==> src/design/sil_pkg.sv <==
// sil_pkg: shared constants and types for the serial image loader
// no dependencies; used by sil_core, serial_image_loader and the checker

package sil_pkg;

   // default number of progress leds
   localparam int NumLedsDefault = 8;

   // header layout: four size bytes, then four address bytes
   localparam logic [3:0] SizeBytes = 4'd4;
   localparam logic [3:0] HdrBytes  = 4'd8;

   // led codes shown while the header comes in
   localparam logic [7:0] LedSizePhase = 8'h04;
   localparam logic [7:0] LedAddrPhase = 8'h08;

   // one result beat
   typedef struct packed {
      logic        mem_write;
      logic [31:0] mem_addr;
      logic [7:0]  mem_data;
      logic [7:0]  leds;
      logic        done_res;
      logic [31:0] entry_address;
   } rsp_type;

endpackage

==> src/design/sil_channels.sv <==
// sil_channels: valid/ready channels of the serial image loader
// depends on nothing; used by serial_image_loader and its environment

interface sil_req_if;
   logic       valid;
   logic       ready;
   logic [7:0] rx_byte;

   modport source (output valid, output rx_byte, input ready);
   modport sink   (input valid, input rx_byte, output ready);
endinterface

interface sil_rsp_if;
   logic        valid;
   logic        ready;
   logic        mem_write;
   logic [31:0] mem_addr;
   logic [7:0]  mem_data;
   logic [7:0]  leds;
   logic        done_res;
   logic [31:0] entry_address;

   modport source (output valid, output mem_write, output mem_addr, output mem_data,
                   output leds, output done_res, output entry_address, input ready);
   modport sink   (input valid, input mem_write, input mem_addr, input mem_data,
                   input leds, input done_res, input entry_address, output ready);
endinterface

==> src/design/serial_image_loader.sv <==
// serial_image_loader: top level, input register, loader core, result register
// depends on sil_pkg, sil_channels and sil_core

//  channel    dir   payload                                    role
//  req_chan   in    rx_byte                                    received serial bytes
//  rsp_chan   out   mem_write mem_addr mem_data leds           one result beat per byte
//                   done_res entry_address
//
// one beat in, one beat out; a byte goes from req to rsp through the input register,
// then core logic into the result register
// sustained rate is one byte per cycle while rsp_chan is ready
// reset is synchronous, active high; it clears the handshake and header state
// a stalled rsp_chan holds its beat; req_chan keeps taking beats as long as
// the input register can move on, so it stalls only when both stages are full

module serial_image_loader
   import sil_pkg::*;
#(
   parameter int NUM_LEDS = NumLedsDefault
) (
   input logic        clock,
   input logic        reset,
   sil_req_if.sink    req_chan,
   sil_rsp_if.source  rsp_chan
);

   // input register
   logic       in_valid_ff, in_valid_in;
   logic [7:0] in_byte_ff;

   // result register
   logic    out_valid_ff, out_valid_in;
   rsp_type result_ff;
   rsp_type core_result;

   // core consumes the held byte when the result register is free or draining
   logic advance;
   logic req_take;

   assign advance  = in_valid_ff && (!out_valid_ff || rsp_chan.ready);
   assign req_chan.ready = !in_valid_ff || advance;
   assign req_take = req_chan.valid && req_chan.ready;

   assign in_valid_in  = req_take || (in_valid_ff && !advance);
   assign out_valid_in = advance || (out_valid_ff && !rsp_chan.ready);

   sil_core #(
      .NUM_LEDS (NUM_LEDS)
   ) u_core (
      .clock   (clock),
      .reset   (reset),
      .advance (advance),
      .rx_byte (in_byte_ff),
      .result  (core_result)
   );

   always_ff @(posedge clock) begin
      if (reset) begin
         in_valid_ff  <= 1'b0;
         out_valid_ff <= 1'b0;
      end else begin
         in_valid_ff  <= in_valid_in;
         out_valid_ff <= out_valid_in;
      end
   end

   // payload registers, no reset
   always_ff @(posedge clock) begin
      if (req_take) begin
         in_byte_ff <= req_chan.rx_byte;
      end
      if (advance) begin
         result_ff <= core_result;
      end
   end

   // result beat to the port
   assign rsp_chan.valid         = out_valid_ff;
   assign rsp_chan.mem_write     = result_ff.mem_write;
   assign rsp_chan.mem_addr      = result_ff.mem_addr;
   assign rsp_chan.mem_data      = result_ff.mem_data;
   assign rsp_chan.leds          = result_ff.leds;
   assign rsp_chan.done_res      = result_ff.done_res;
   assign rsp_chan.entry_address = result_ff.entry_address;

   a_advance_fills_out: assert property (@(posedge clock) disable iff (reset)
      advance |=> out_valid_ff)
      else $error("core result lost on advance");

   a_held_byte_kept: assert property (@(posedge clock) disable iff (reset)
      in_valid_ff && !advance |=> in_valid_ff && $stable(in_byte_ff))
      else $error("held input byte dropped");

   a_stalled_beat_kept: assert property (@(posedge clock) disable iff (reset)
      out_valid_ff && !rsp_chan.ready |=> out_valid_ff && $stable(result_ff))
      else $error("stalled result beat changed");

endmodule

==> src/design/sil_core.sv <==
// sil_core: loader state and per-byte result logic
// depends on sil_pkg

module sil_core
   import sil_pkg::*;
#(
   parameter int NUM_LEDS = NumLedsDefault
) (
   input  logic       clock,
   input  logic       reset,
   input  logic       advance,
   input  logic [7:0] rx_byte,
   output rsp_type    result
);

   // progress kept scaled by the led count: shift when (count+1)*n > size
   localparam int ScW  = 32 + $clog2(NUM_LEDS + 1);
   localparam int LedW = (NUM_LEDS > 8) ? NUM_LEDS : 8;

   logic [3:0]          header_count_ff, header_count_in;
   logic [31:0]         image_size_ff, image_size_in;
   logic [31:0]         base_address_ff, base_address_in;
   logic [31:0]         byte_index_ff, byte_index_in;
   logic [ScW-1:0]      progress_ff, progress_in;
   logic [NUM_LEDS-1:0] led_ff, led_in;

   logic [3:0]     header_next;
   logic [ScW-1:0] progress_next;
   logic [LedW-1:0] led_ext;
   logic           show_pattern;

   always_comb begin
      header_count_in = header_count_ff;
      image_size_in   = image_size_ff;
      base_address_in = base_address_ff;
      byte_index_in   = byte_index_ff;
      progress_in     = progress_ff;
      led_in          = led_ff;
      result          = '0;
      show_pattern    = 1'b0;
      header_next     = header_count_ff + 4'd1;
      progress_next   = progress_ff + ScW'(NUM_LEDS);

      if (header_count_ff < HdrBytes) begin
         if (header_count_ff < SizeBytes) begin
            image_size_in = {image_size_ff[23:0], rx_byte};
         end else begin
            base_address_in = {base_address_ff[23:0], rx_byte};
         end
         header_count_in = header_next;
         if (header_next < SizeBytes) begin
            result.leds = LedSizePhase;
         end else if (header_next < HdrBytes) begin
            result.leds = LedAddrPhase;
         end else if (image_size_in == 32'd0) begin
            // empty image: done right after the header
            result.done_res      = 1'b1;
            result.entry_address = base_address_in;
            header_count_in      = '0;
         end else begin
            led_in        = '1;
            byte_index_in = '0;
            progress_in   = '0;
            show_pattern  = 1'b1;
         end
      end else begin
         result.mem_write = 1'b1;
         result.mem_addr  = base_address_ff + byte_index_ff;
         result.mem_data  = rx_byte;
         if (progress_next + ScW'(NUM_LEDS) > ScW'(image_size_ff)) begin
            progress_in = '0;
            led_in      = led_ff << 1;
         end else begin
            progress_in = progress_next;
         end
         byte_index_in = byte_index_ff + 32'd1;
         if (byte_index_in >= image_size_ff) begin
            result.done_res      = 1'b1;
            result.entry_address = base_address_ff;
            header_count_in      = '0;
         end else begin
            show_pattern = 1'b1;
         end
      end

      led_ext = LedW'(led_in);
      if (show_pattern) begin
         result.leds = led_ext[7:0];
      end
   end

   always_ff @(posedge clock) begin
      if (reset) begin
         header_count_ff <= '0;
         byte_index_ff   <= '0;
         progress_ff     <= '0;
      end else if (advance) begin
         header_count_ff <= header_count_in;
         byte_index_ff   <= byte_index_in;
         progress_ff     <= progress_in;
      end
   end

   always_ff @(posedge clock) begin
      if (advance) begin
         image_size_ff   <= image_size_in;
         base_address_ff <= base_address_in;
         led_ff          <= led_in;
      end
   end

   a_header_range: assert property (@(posedge clock) disable iff (reset)
      header_count_ff <= HdrBytes)
      else $error("header count beyond header length");

   a_header_no_write: assert property (@(posedge clock) disable iff (reset)
      advance && (header_count_ff < HdrBytes) |-> !result.mem_write)
      else $error("memory write during header");

   a_done_rearms: assert property (@(posedge clock) disable iff (reset)
      advance && result.done_res |=> header_count_ff == '0)
      else $error("loader did not re-arm after done");

endmodule

==> src/flat_wrapper.sv <==
// flat-port wrapper written by rule: the top's interface ports become plain ports
module serial_image_loader_flat import sil_pkg::*;
#(
   parameter int NUM_LEDS = NumLedsDefault
)
  (clock, reset, req_chan_valid, req_chan_rx_byte, req_chan_ready, rsp_chan_valid, rsp_chan_mem_write, rsp_chan_mem_addr, rsp_chan_mem_data, rsp_chan_leds, rsp_chan_done_res, rsp_chan_entry_address, rsp_chan_ready);
  sil_req_if req_chan_i ();
  sil_rsp_if rsp_chan_i ();
  input logic clock;
  input logic reset;
  input wire logic [$bits(req_chan_i.valid)-1:0] req_chan_valid;
  input wire logic [$bits(req_chan_i.rx_byte)-1:0] req_chan_rx_byte;
  output wire logic [$bits(req_chan_i.ready)-1:0] req_chan_ready;
  output wire logic [$bits(rsp_chan_i.valid)-1:0] rsp_chan_valid;
  output wire logic [$bits(rsp_chan_i.mem_write)-1:0] rsp_chan_mem_write;
  output wire logic [$bits(rsp_chan_i.mem_addr)-1:0] rsp_chan_mem_addr;
  output wire logic [$bits(rsp_chan_i.mem_data)-1:0] rsp_chan_mem_data;
  output wire logic [$bits(rsp_chan_i.leds)-1:0] rsp_chan_leds;
  output wire logic [$bits(rsp_chan_i.done_res)-1:0] rsp_chan_done_res;
  output wire logic [$bits(rsp_chan_i.entry_address)-1:0] rsp_chan_entry_address;
  input wire logic [$bits(rsp_chan_i.ready)-1:0] rsp_chan_ready;
  assign req_chan_i.valid = req_chan_valid;
  assign req_chan_i.rx_byte = req_chan_rx_byte;
  assign req_chan_ready = req_chan_i.ready;
  assign rsp_chan_valid = rsp_chan_i.valid;
  assign rsp_chan_mem_write = rsp_chan_i.mem_write;
  assign rsp_chan_mem_addr = rsp_chan_i.mem_addr;
  assign rsp_chan_mem_data = rsp_chan_i.mem_data;
  assign rsp_chan_leds = rsp_chan_i.leds;
  assign rsp_chan_done_res = rsp_chan_i.done_res;
  assign rsp_chan_entry_address = rsp_chan_i.entry_address;
  assign rsp_chan_i.ready = rsp_chan_ready;
  serial_image_loader #(.NUM_LEDS(NUM_LEDS)) u_core (.clock(clock), .reset(reset), .req_chan(req_chan_i), .rsp_chan(rsp_chan_i));
endmodule
==> config.mk <==
export PLATFORM = sky130hd
export DESIGN_NAME = serial_image_loader_flat
export DESIGN_NICKNAME = d
export VERILOG_FILES = /design/src/design/sil_pkg.sv /design/src/design/sil_channels.sv /design/src/design/serial_image_loader.sv /design/src/design/sil_core.sv /design/src/flat_wrapper.sv
export SDC_FILE = /design/constraint.sdc
export NUM_CORES = 1
export LEC_CHECK = 0
export ABC_AREA = 0
export BUFFER_PORTS_ARGS = -buffer_cell sky130_fd_sc_hd__clkbuf_2
export CAP_MARGIN = 20
export CORE_UTILIZATION = 62
export DETAILED_ROUTE_END_ITERATION = 8
export PLACE_DENSITY = 0.9
export SKIP_LAST_GASP = 1
export SLEW_MARGIN = 20
export SYNTH_ARGS = -nofsm -noshare
export SYNTH_HDL_FRONTEND = slang
export SYNTH_SLANG_ARGS = --single-unit
==> constraint.sdc <==
create_clock -name clock -period 7.19 [get_ports clock]
set_input_delay 0.3595 -clock clock [delete_from_list [all_inputs] [get_ports clock]]
set_output_delay 0.3595 -clock clock [all_outputs]
set_load 0.1 [all_outputs]
## After elaboration in Yosys (flattened, before gate mapping)

Index checks and enable logic that the tools add are counted.
Widths: inputs -> output; s select.

- Bits of input ports: 12
- Register bits after elaboration: 236
- Output and inout bits: 84
- Word-level logic and storage cells: 83

- $add $sub $neg: 5
- Reductions and logical operators: 17
- Mux-type cells: 37
- Magnitude comparators: 6
- Equality and inequality tests: 3

Operators with widths:

| operator | count |
|---|---|
| $mux 32 | 7 |
| $mux 36 | 5 |
| $mux 33 | 5 |
| $add 36x4->36 const B | 2 |
| $mux 8 | 8 |
| $mux 41 | 1 |
| $gt 36x32->1 | 1 |
| $add 32x1->32 const B | 1 |
| $add 32x32->32 | 1 |
| $ge 32x32->1 | 1 |
| $logic_not 32->1 | 1 |
| $mux 4 | 6 |
| $lt 4x3->1 const B | 2 |
| $lt 4x4->1 const B | 2 |
| $ne 2x2->1 const B | 3 |
| $mux 1 | 5 |
| $add 4x1->4 const B | 1 |
| $logic_and 1x1->1 | 4 |
| $logic_not 1->1 | 4 |
| $logic_or 1x1->1 | 4 |
| $reduce_and 2->1 | 2 |
| $reduce_and 4->1 | 1 |
| $reduce_bool 2->1 | 1 |

## Longest topological paths before layout

- Depth in word-level cells: 9
- Depth in mapped cells: 25
- Mapped depth without buffers: 22

## Hierarchy

Synthesis repeated with hierarchy kept, for this count alone.

- Cell total of the unflattened synthesis: 1503
- Area total of the unflattened synthesis: 14754.2 sq um

Modules (own cells, without submodules):

| module | cells an instance | instances | seq. area each (sq um) | area each (sq um) |
|---|---|---|---|---|
| sil_core | 1403 | 1 | 3543.4 | 11947.7 |
| serial_image_loader | 100 | 1 | 2742.6 | 2806.4 |

## Worst setup path before layout

OpenSTA, ideal clock, no wires.

- Kind: flip-flop to flip-flop
- Start: register u_core.u_core.byte_index_ff[0]
- End: register u_core.result_ff, in the netlist u_core.rsp_chan.entry_address[23] (data pin)
- Library setup time: 0.257 ns
- Arrival: 4.760 ns
- Clock period less this slack: 5.017 ns
- Data required time: 6.933 ns
- Buffers on the path: 3
- Path slack: 2.173 ns
- Cell stages (with the launch flop): 25
- Path through: dfxtp_1 -> ha_1 -> and3_1 -> clkbuf_1 -> nand2_1 -> nor3_1 -> and3_1 -> and3_1 -> clkbuf_1 -> and4_1 -> and2_1 -> nand4_1 -> xnor2_1 -> ha_1 -> nor2b_1 -> o21ai_0 -> nand2b_1 -> a21oi_1 -> nor2b_1 -> o21ai_0 -> nand2b_1 -> a221oi_1 -> nor2_1 -> clkbuf_1 -> a32o_1

RTL lines:

| what | RTL line | source |
|---|---|---|
| start: declaration | sil_core.sv:23 | `logic [31:0] byte_index_ff, byte_index_in;` |
| start signal: assignment | sil_core.sv:99 | `byte_index_ff <= byte_index_in;` |
| end signal: assignment | serial_image_loader.sv:73 | `result_ff <= core_result;` |
| end: declaration | serial_image_loader.sv:33 | `rsp_type result_ff;` |

## Worst setup path after layout

- Start: register u_core.u_core.byte_index_ff[5]
- End: register u_core.result_ff, in the netlist u_core.rsp_chan.leds[1] (data pin)

- Cells in the longest elaborated chain, start to end: 5

RTL lines:

| what | RTL line | source |
|---|---|---|
| $add 32x1->32 | sil_core.sv:76 | `byte_index_in = byte_index_ff + 32'd1;` |
| $ge 32x32->1 | sil_core.sv:77 | `if (byte_index_in >= image_size_ff) begin` |
| $mux 1 | sil_core.sv:77 |  |
| $mux 1 | sil_core.sv:44 | `if (header_count_ff < HdrBytes) begin` |
| $mux 8 | sil_core.sv:87 | `if (show_pattern) begin` |

Every way passes these cells.
A chain may end at the register's enable or synchronous reset.

==> run_results.csv <==
group,metric,value,unit
sta,finClkSkew,0.0317,ns
sta,tightestPinTransition,0.932,ns
cells_and_area,diodes,0,
clocking,post_cts_resized,0,
grt,grt_overflow,0,
placed_design,placed_area,0.0151,mm^2
placed_design,globalplace.congestion,0.919,
clocking,cts_hold_buffers,0,
sta,hold_viol,0,
sta,slew-limit-headroom,37.8,%
sta,finalSetupViolCount,0,
yosys,ys_types,79,
sta,rsz0062_at_grt,"false",
routing,drt_iter0_drc,1091,
yosys,async_flop_share,0,%
grt,grt_max_degree,74,
clocking,clk_latency,0.54,ns
yosys,ys_warn_count,0,
routing,dr.pass1.iters,9,
run_status,status,"complete, no violations",
sta,post-route-min-period,5.84,ns
placed_design,place_hpwl,24.5,mm
yosys,syn_inst,1471,
yosys,syn_area_per_cell,9.80,um^2
pwr,power_density,195,mW/mm^2
cells_and_area,fin_nets,1644,
cells_and_area,fin_cells,1838,
floorplanning,core.rowCount,55,
clocking,htree_levels,1,
clocking,clockBufferDepth,3,
routing,vias,11816,
placed_design,port_buffers,95,
clocking,cts_root_buffer,"clkbuf_16",
routing,drcViolationCount,0,
grt,antenna_found_initial,0,
routing,ant_nets,0,
sta,setup-tns-final,0,ns
grt,track_usage,29.4,%
routing,wire_per_inst,19.2,um
worst_setup_path,worstPathArrival,6.20,ns
grt,first_global_vias,11212,
clocking,cts_setup_buffers,0,
sta,post-route-period-util,81.3,%
floorplanning,coreArea,0.0227,mm^2
sta,slew_violations,0,
cells_and_area,drive_gt1_share,13.7,%
worst_setup_path,critical_path_class,"flip-flop to flip-flop",
clocking,cts_tree,"yes",
clocking,clock-sinks,233,
yosys,seq_area_frac_synth,43.6,%
routing,totalWireLength,35.3,mm
floorplanning,start_util,63.5,%
worst_setup_path,startpoint_type,"flip-flop",
yosys,ys.flop_type,"edfxtp_1",
yosys,ys_seq_elements,233,
flow_run,cap_violations,0,
floorplanning,fp.dieArea,0.0239,mm^2
floorplanning,ios,96,
sta,max_freq,171,MHz
pwr,ir_drop,0.193,mV
worst_setup_path,critPathRequiredTime,7.55,ns
yosys,synth_nets,1581,
worst_setup_path,path_max_fanout,8,
clocking,cts_buffers,25,
yosys,synth_edf_count,162,
grt,grt_pass1_wl,56.8,mm
pwr,p_leak,6.53,nW
cells_and_area,final_area,0.0159,mm^2
yosys,netlist_area,0.0144,mm^2
worst_setup_path,endpoint_kind,"flip-flop",
floorplanning,die_h,155,um
cells_and_area,syn2layout_area_growth,10.5,%
routing,vias_per_cell,6.43,
placed_design,dpl.cell_count,1792,
clocking,clk_pin_slew,0.06,ns
cells_and_area,fin_util,70.2,%
floorplanning,dieWidth,155,um
cells_and_area,fillers,1617,
hold_path,hold_class,"primary input to flip-flop",
## critical path: stages, from the launching register on
cell and delay (ns):
dfxtp_1 0.48, nand4_1 0.21, nor3_1 0.53, nor3b_1 0.48, and3_1 0.30, and3_1 0.28, and2_0 0.29, and3_1 0.26
and3_1 0.24, xor2_1 0.17, ha_1 0.27, a21oi_1 0.13, nor2b_1 0.05, o21ai_0 0.15, nand2b_1 0.07, a21oi_1 0.15
nor2b_1 0.06, o21ai_0 0.18, nand2b_1 0.08, a221oi_1 0.57, mux2i_1 0.43, a211oi_1 0.29
## metrics by stage
| stage | hold slack, ns | setup WS (ns) | power [mW] |
|---|---|---|---|
| finish | 0.0155 | 1.35 | 3.11 |
| floorplan | 0.406 | 2.17 | 1.71 |
| global route | 0.000808 | 0.852 | 3.19 |
| detailed placement | 0.481 | 1.50 | 1.76 |
| CTS | 0.00108 | 1.45 | 3.11 |
| global placement | 0.475 | 1.72 | 1.75 |
## cell type report
type	count	area, um^2	share of cell area (%)
repair buffers	110	588	3.69
multi-input cells	1108	7620	47.8
flip-flops and latches	233	6290	39.5
well taps	285	357	2.24
inverters	56	211	1.33
clock inverters	15	221	1.39
clock buffers	31	648	4.07
## placed cells by master, fill, tap and decap left out, drive strengths merged, types with 39 or more instances in the layout
master    n
nand3    39
nand2   107
ha       97
a21oi   107
xor2     50
clkbuf  126
edfxtp  162
nor2    141
xnor2    60
o21ai    84
dfxtp    71
inv      58
a21o     42
## cell usage after synthesis, drive strengths merged (10+ instances only)
cell type	n	area (um^2)
mux2	32	360
mux2i	25	250
nand4	29	196
and2	28	175
nand2b	14	87.6
buf	25	149
xnor2	60	526
a21o	42	315
dfxtp	71	1420
a31oi	18	113
nor2b	12	75.1
clkbuf	49	185
a32o	32	320
nor2	141	537
nor4	19	150
a21oi	107	536
o21a	10	75.1
o21ai	84	420
nand3	39	195
inv	56	210
a22oi	12	90.1
xor2	50	438
edfxtp	162	4860
nand2	107	404
ha	97	1210
nor3	34	186
and3	22	138
## metal layers
metal  part of all wire (%)  global-route usage, %  up-vias  wire, um
met1                     41                   37.9     5541     14500
li1                       -                      -     5573         -
met5                      0                      0        -         0
met2                     47                   49.4      586     16600
met3                    7.3                   3.84      116      2590
met4                    4.5                   13.4        0      1580
## flip-flops by register name, indices dropped and copies added (netlist names), 32 cells and up
signal	cells
u_core.u_core.progress_ff	33
u_core.rsp_chan.entry_address	32
u_core.rsp_chan.mem_addr	32
u_core.u_core.base_address_ff	32
u_core.u_core.byte_index_ff	32
u_core.u_core.image_size_ff	32
## logic make-up after synthesis
logic type	count (synthesis)	share of synthesized area, %
AND/OR/NAND/NOR	480	16.9
adder cells (fa/ha/maj)	98	8.55
buffers and inverters	130	3.77
XOR/XNOR	110	6.68
multiplexers	57	4.23
AO/OA/AOI/OAI	363	16.3
flip-flops	233	43.6
## power breakdown
part / total, mW / leakage (nW) / internal, mW / switching [mW]
combinational: 0.240 / 4.02 / 0.0423 / 0.198
sequential: 1.50 / 2.09 / 1.47 / 0.0251
clock: 1.37 / 0.423 / 0.827 / 0.545
total: 3.11 / 6.53 / 2.34 / 0.768
## final timing paths
path	from	to	slack [ns]	depth (start not counted)
worst min-delay path	req_chan_rx_byte[5]	u_core.in_byte_ff[5]$_DFFE_PP_	0.02	1
worst max register to register	u_core.u_core.byte_index_ff[5]$_SDFFE_PP0P_	u_core.rsp_chan.leds[1]$_SDFFCE_PN0P_	1.35	21
worst min register to register	u_core.u_core.progress_ff[26]$_SDFFE_PP0P_	u_core.u_core.progress_ff[26]$_SDFFE_PP0P_	0.50	1
worst max-delay path	u_core.u_core.byte_index_ff[5]$_SDFFE_PP0P_	u_core.rsp_chan.leds[1]$_SDFFCE_PN0P_	1.35	21
Note: power is estimated with default switching activity, not from simulation.
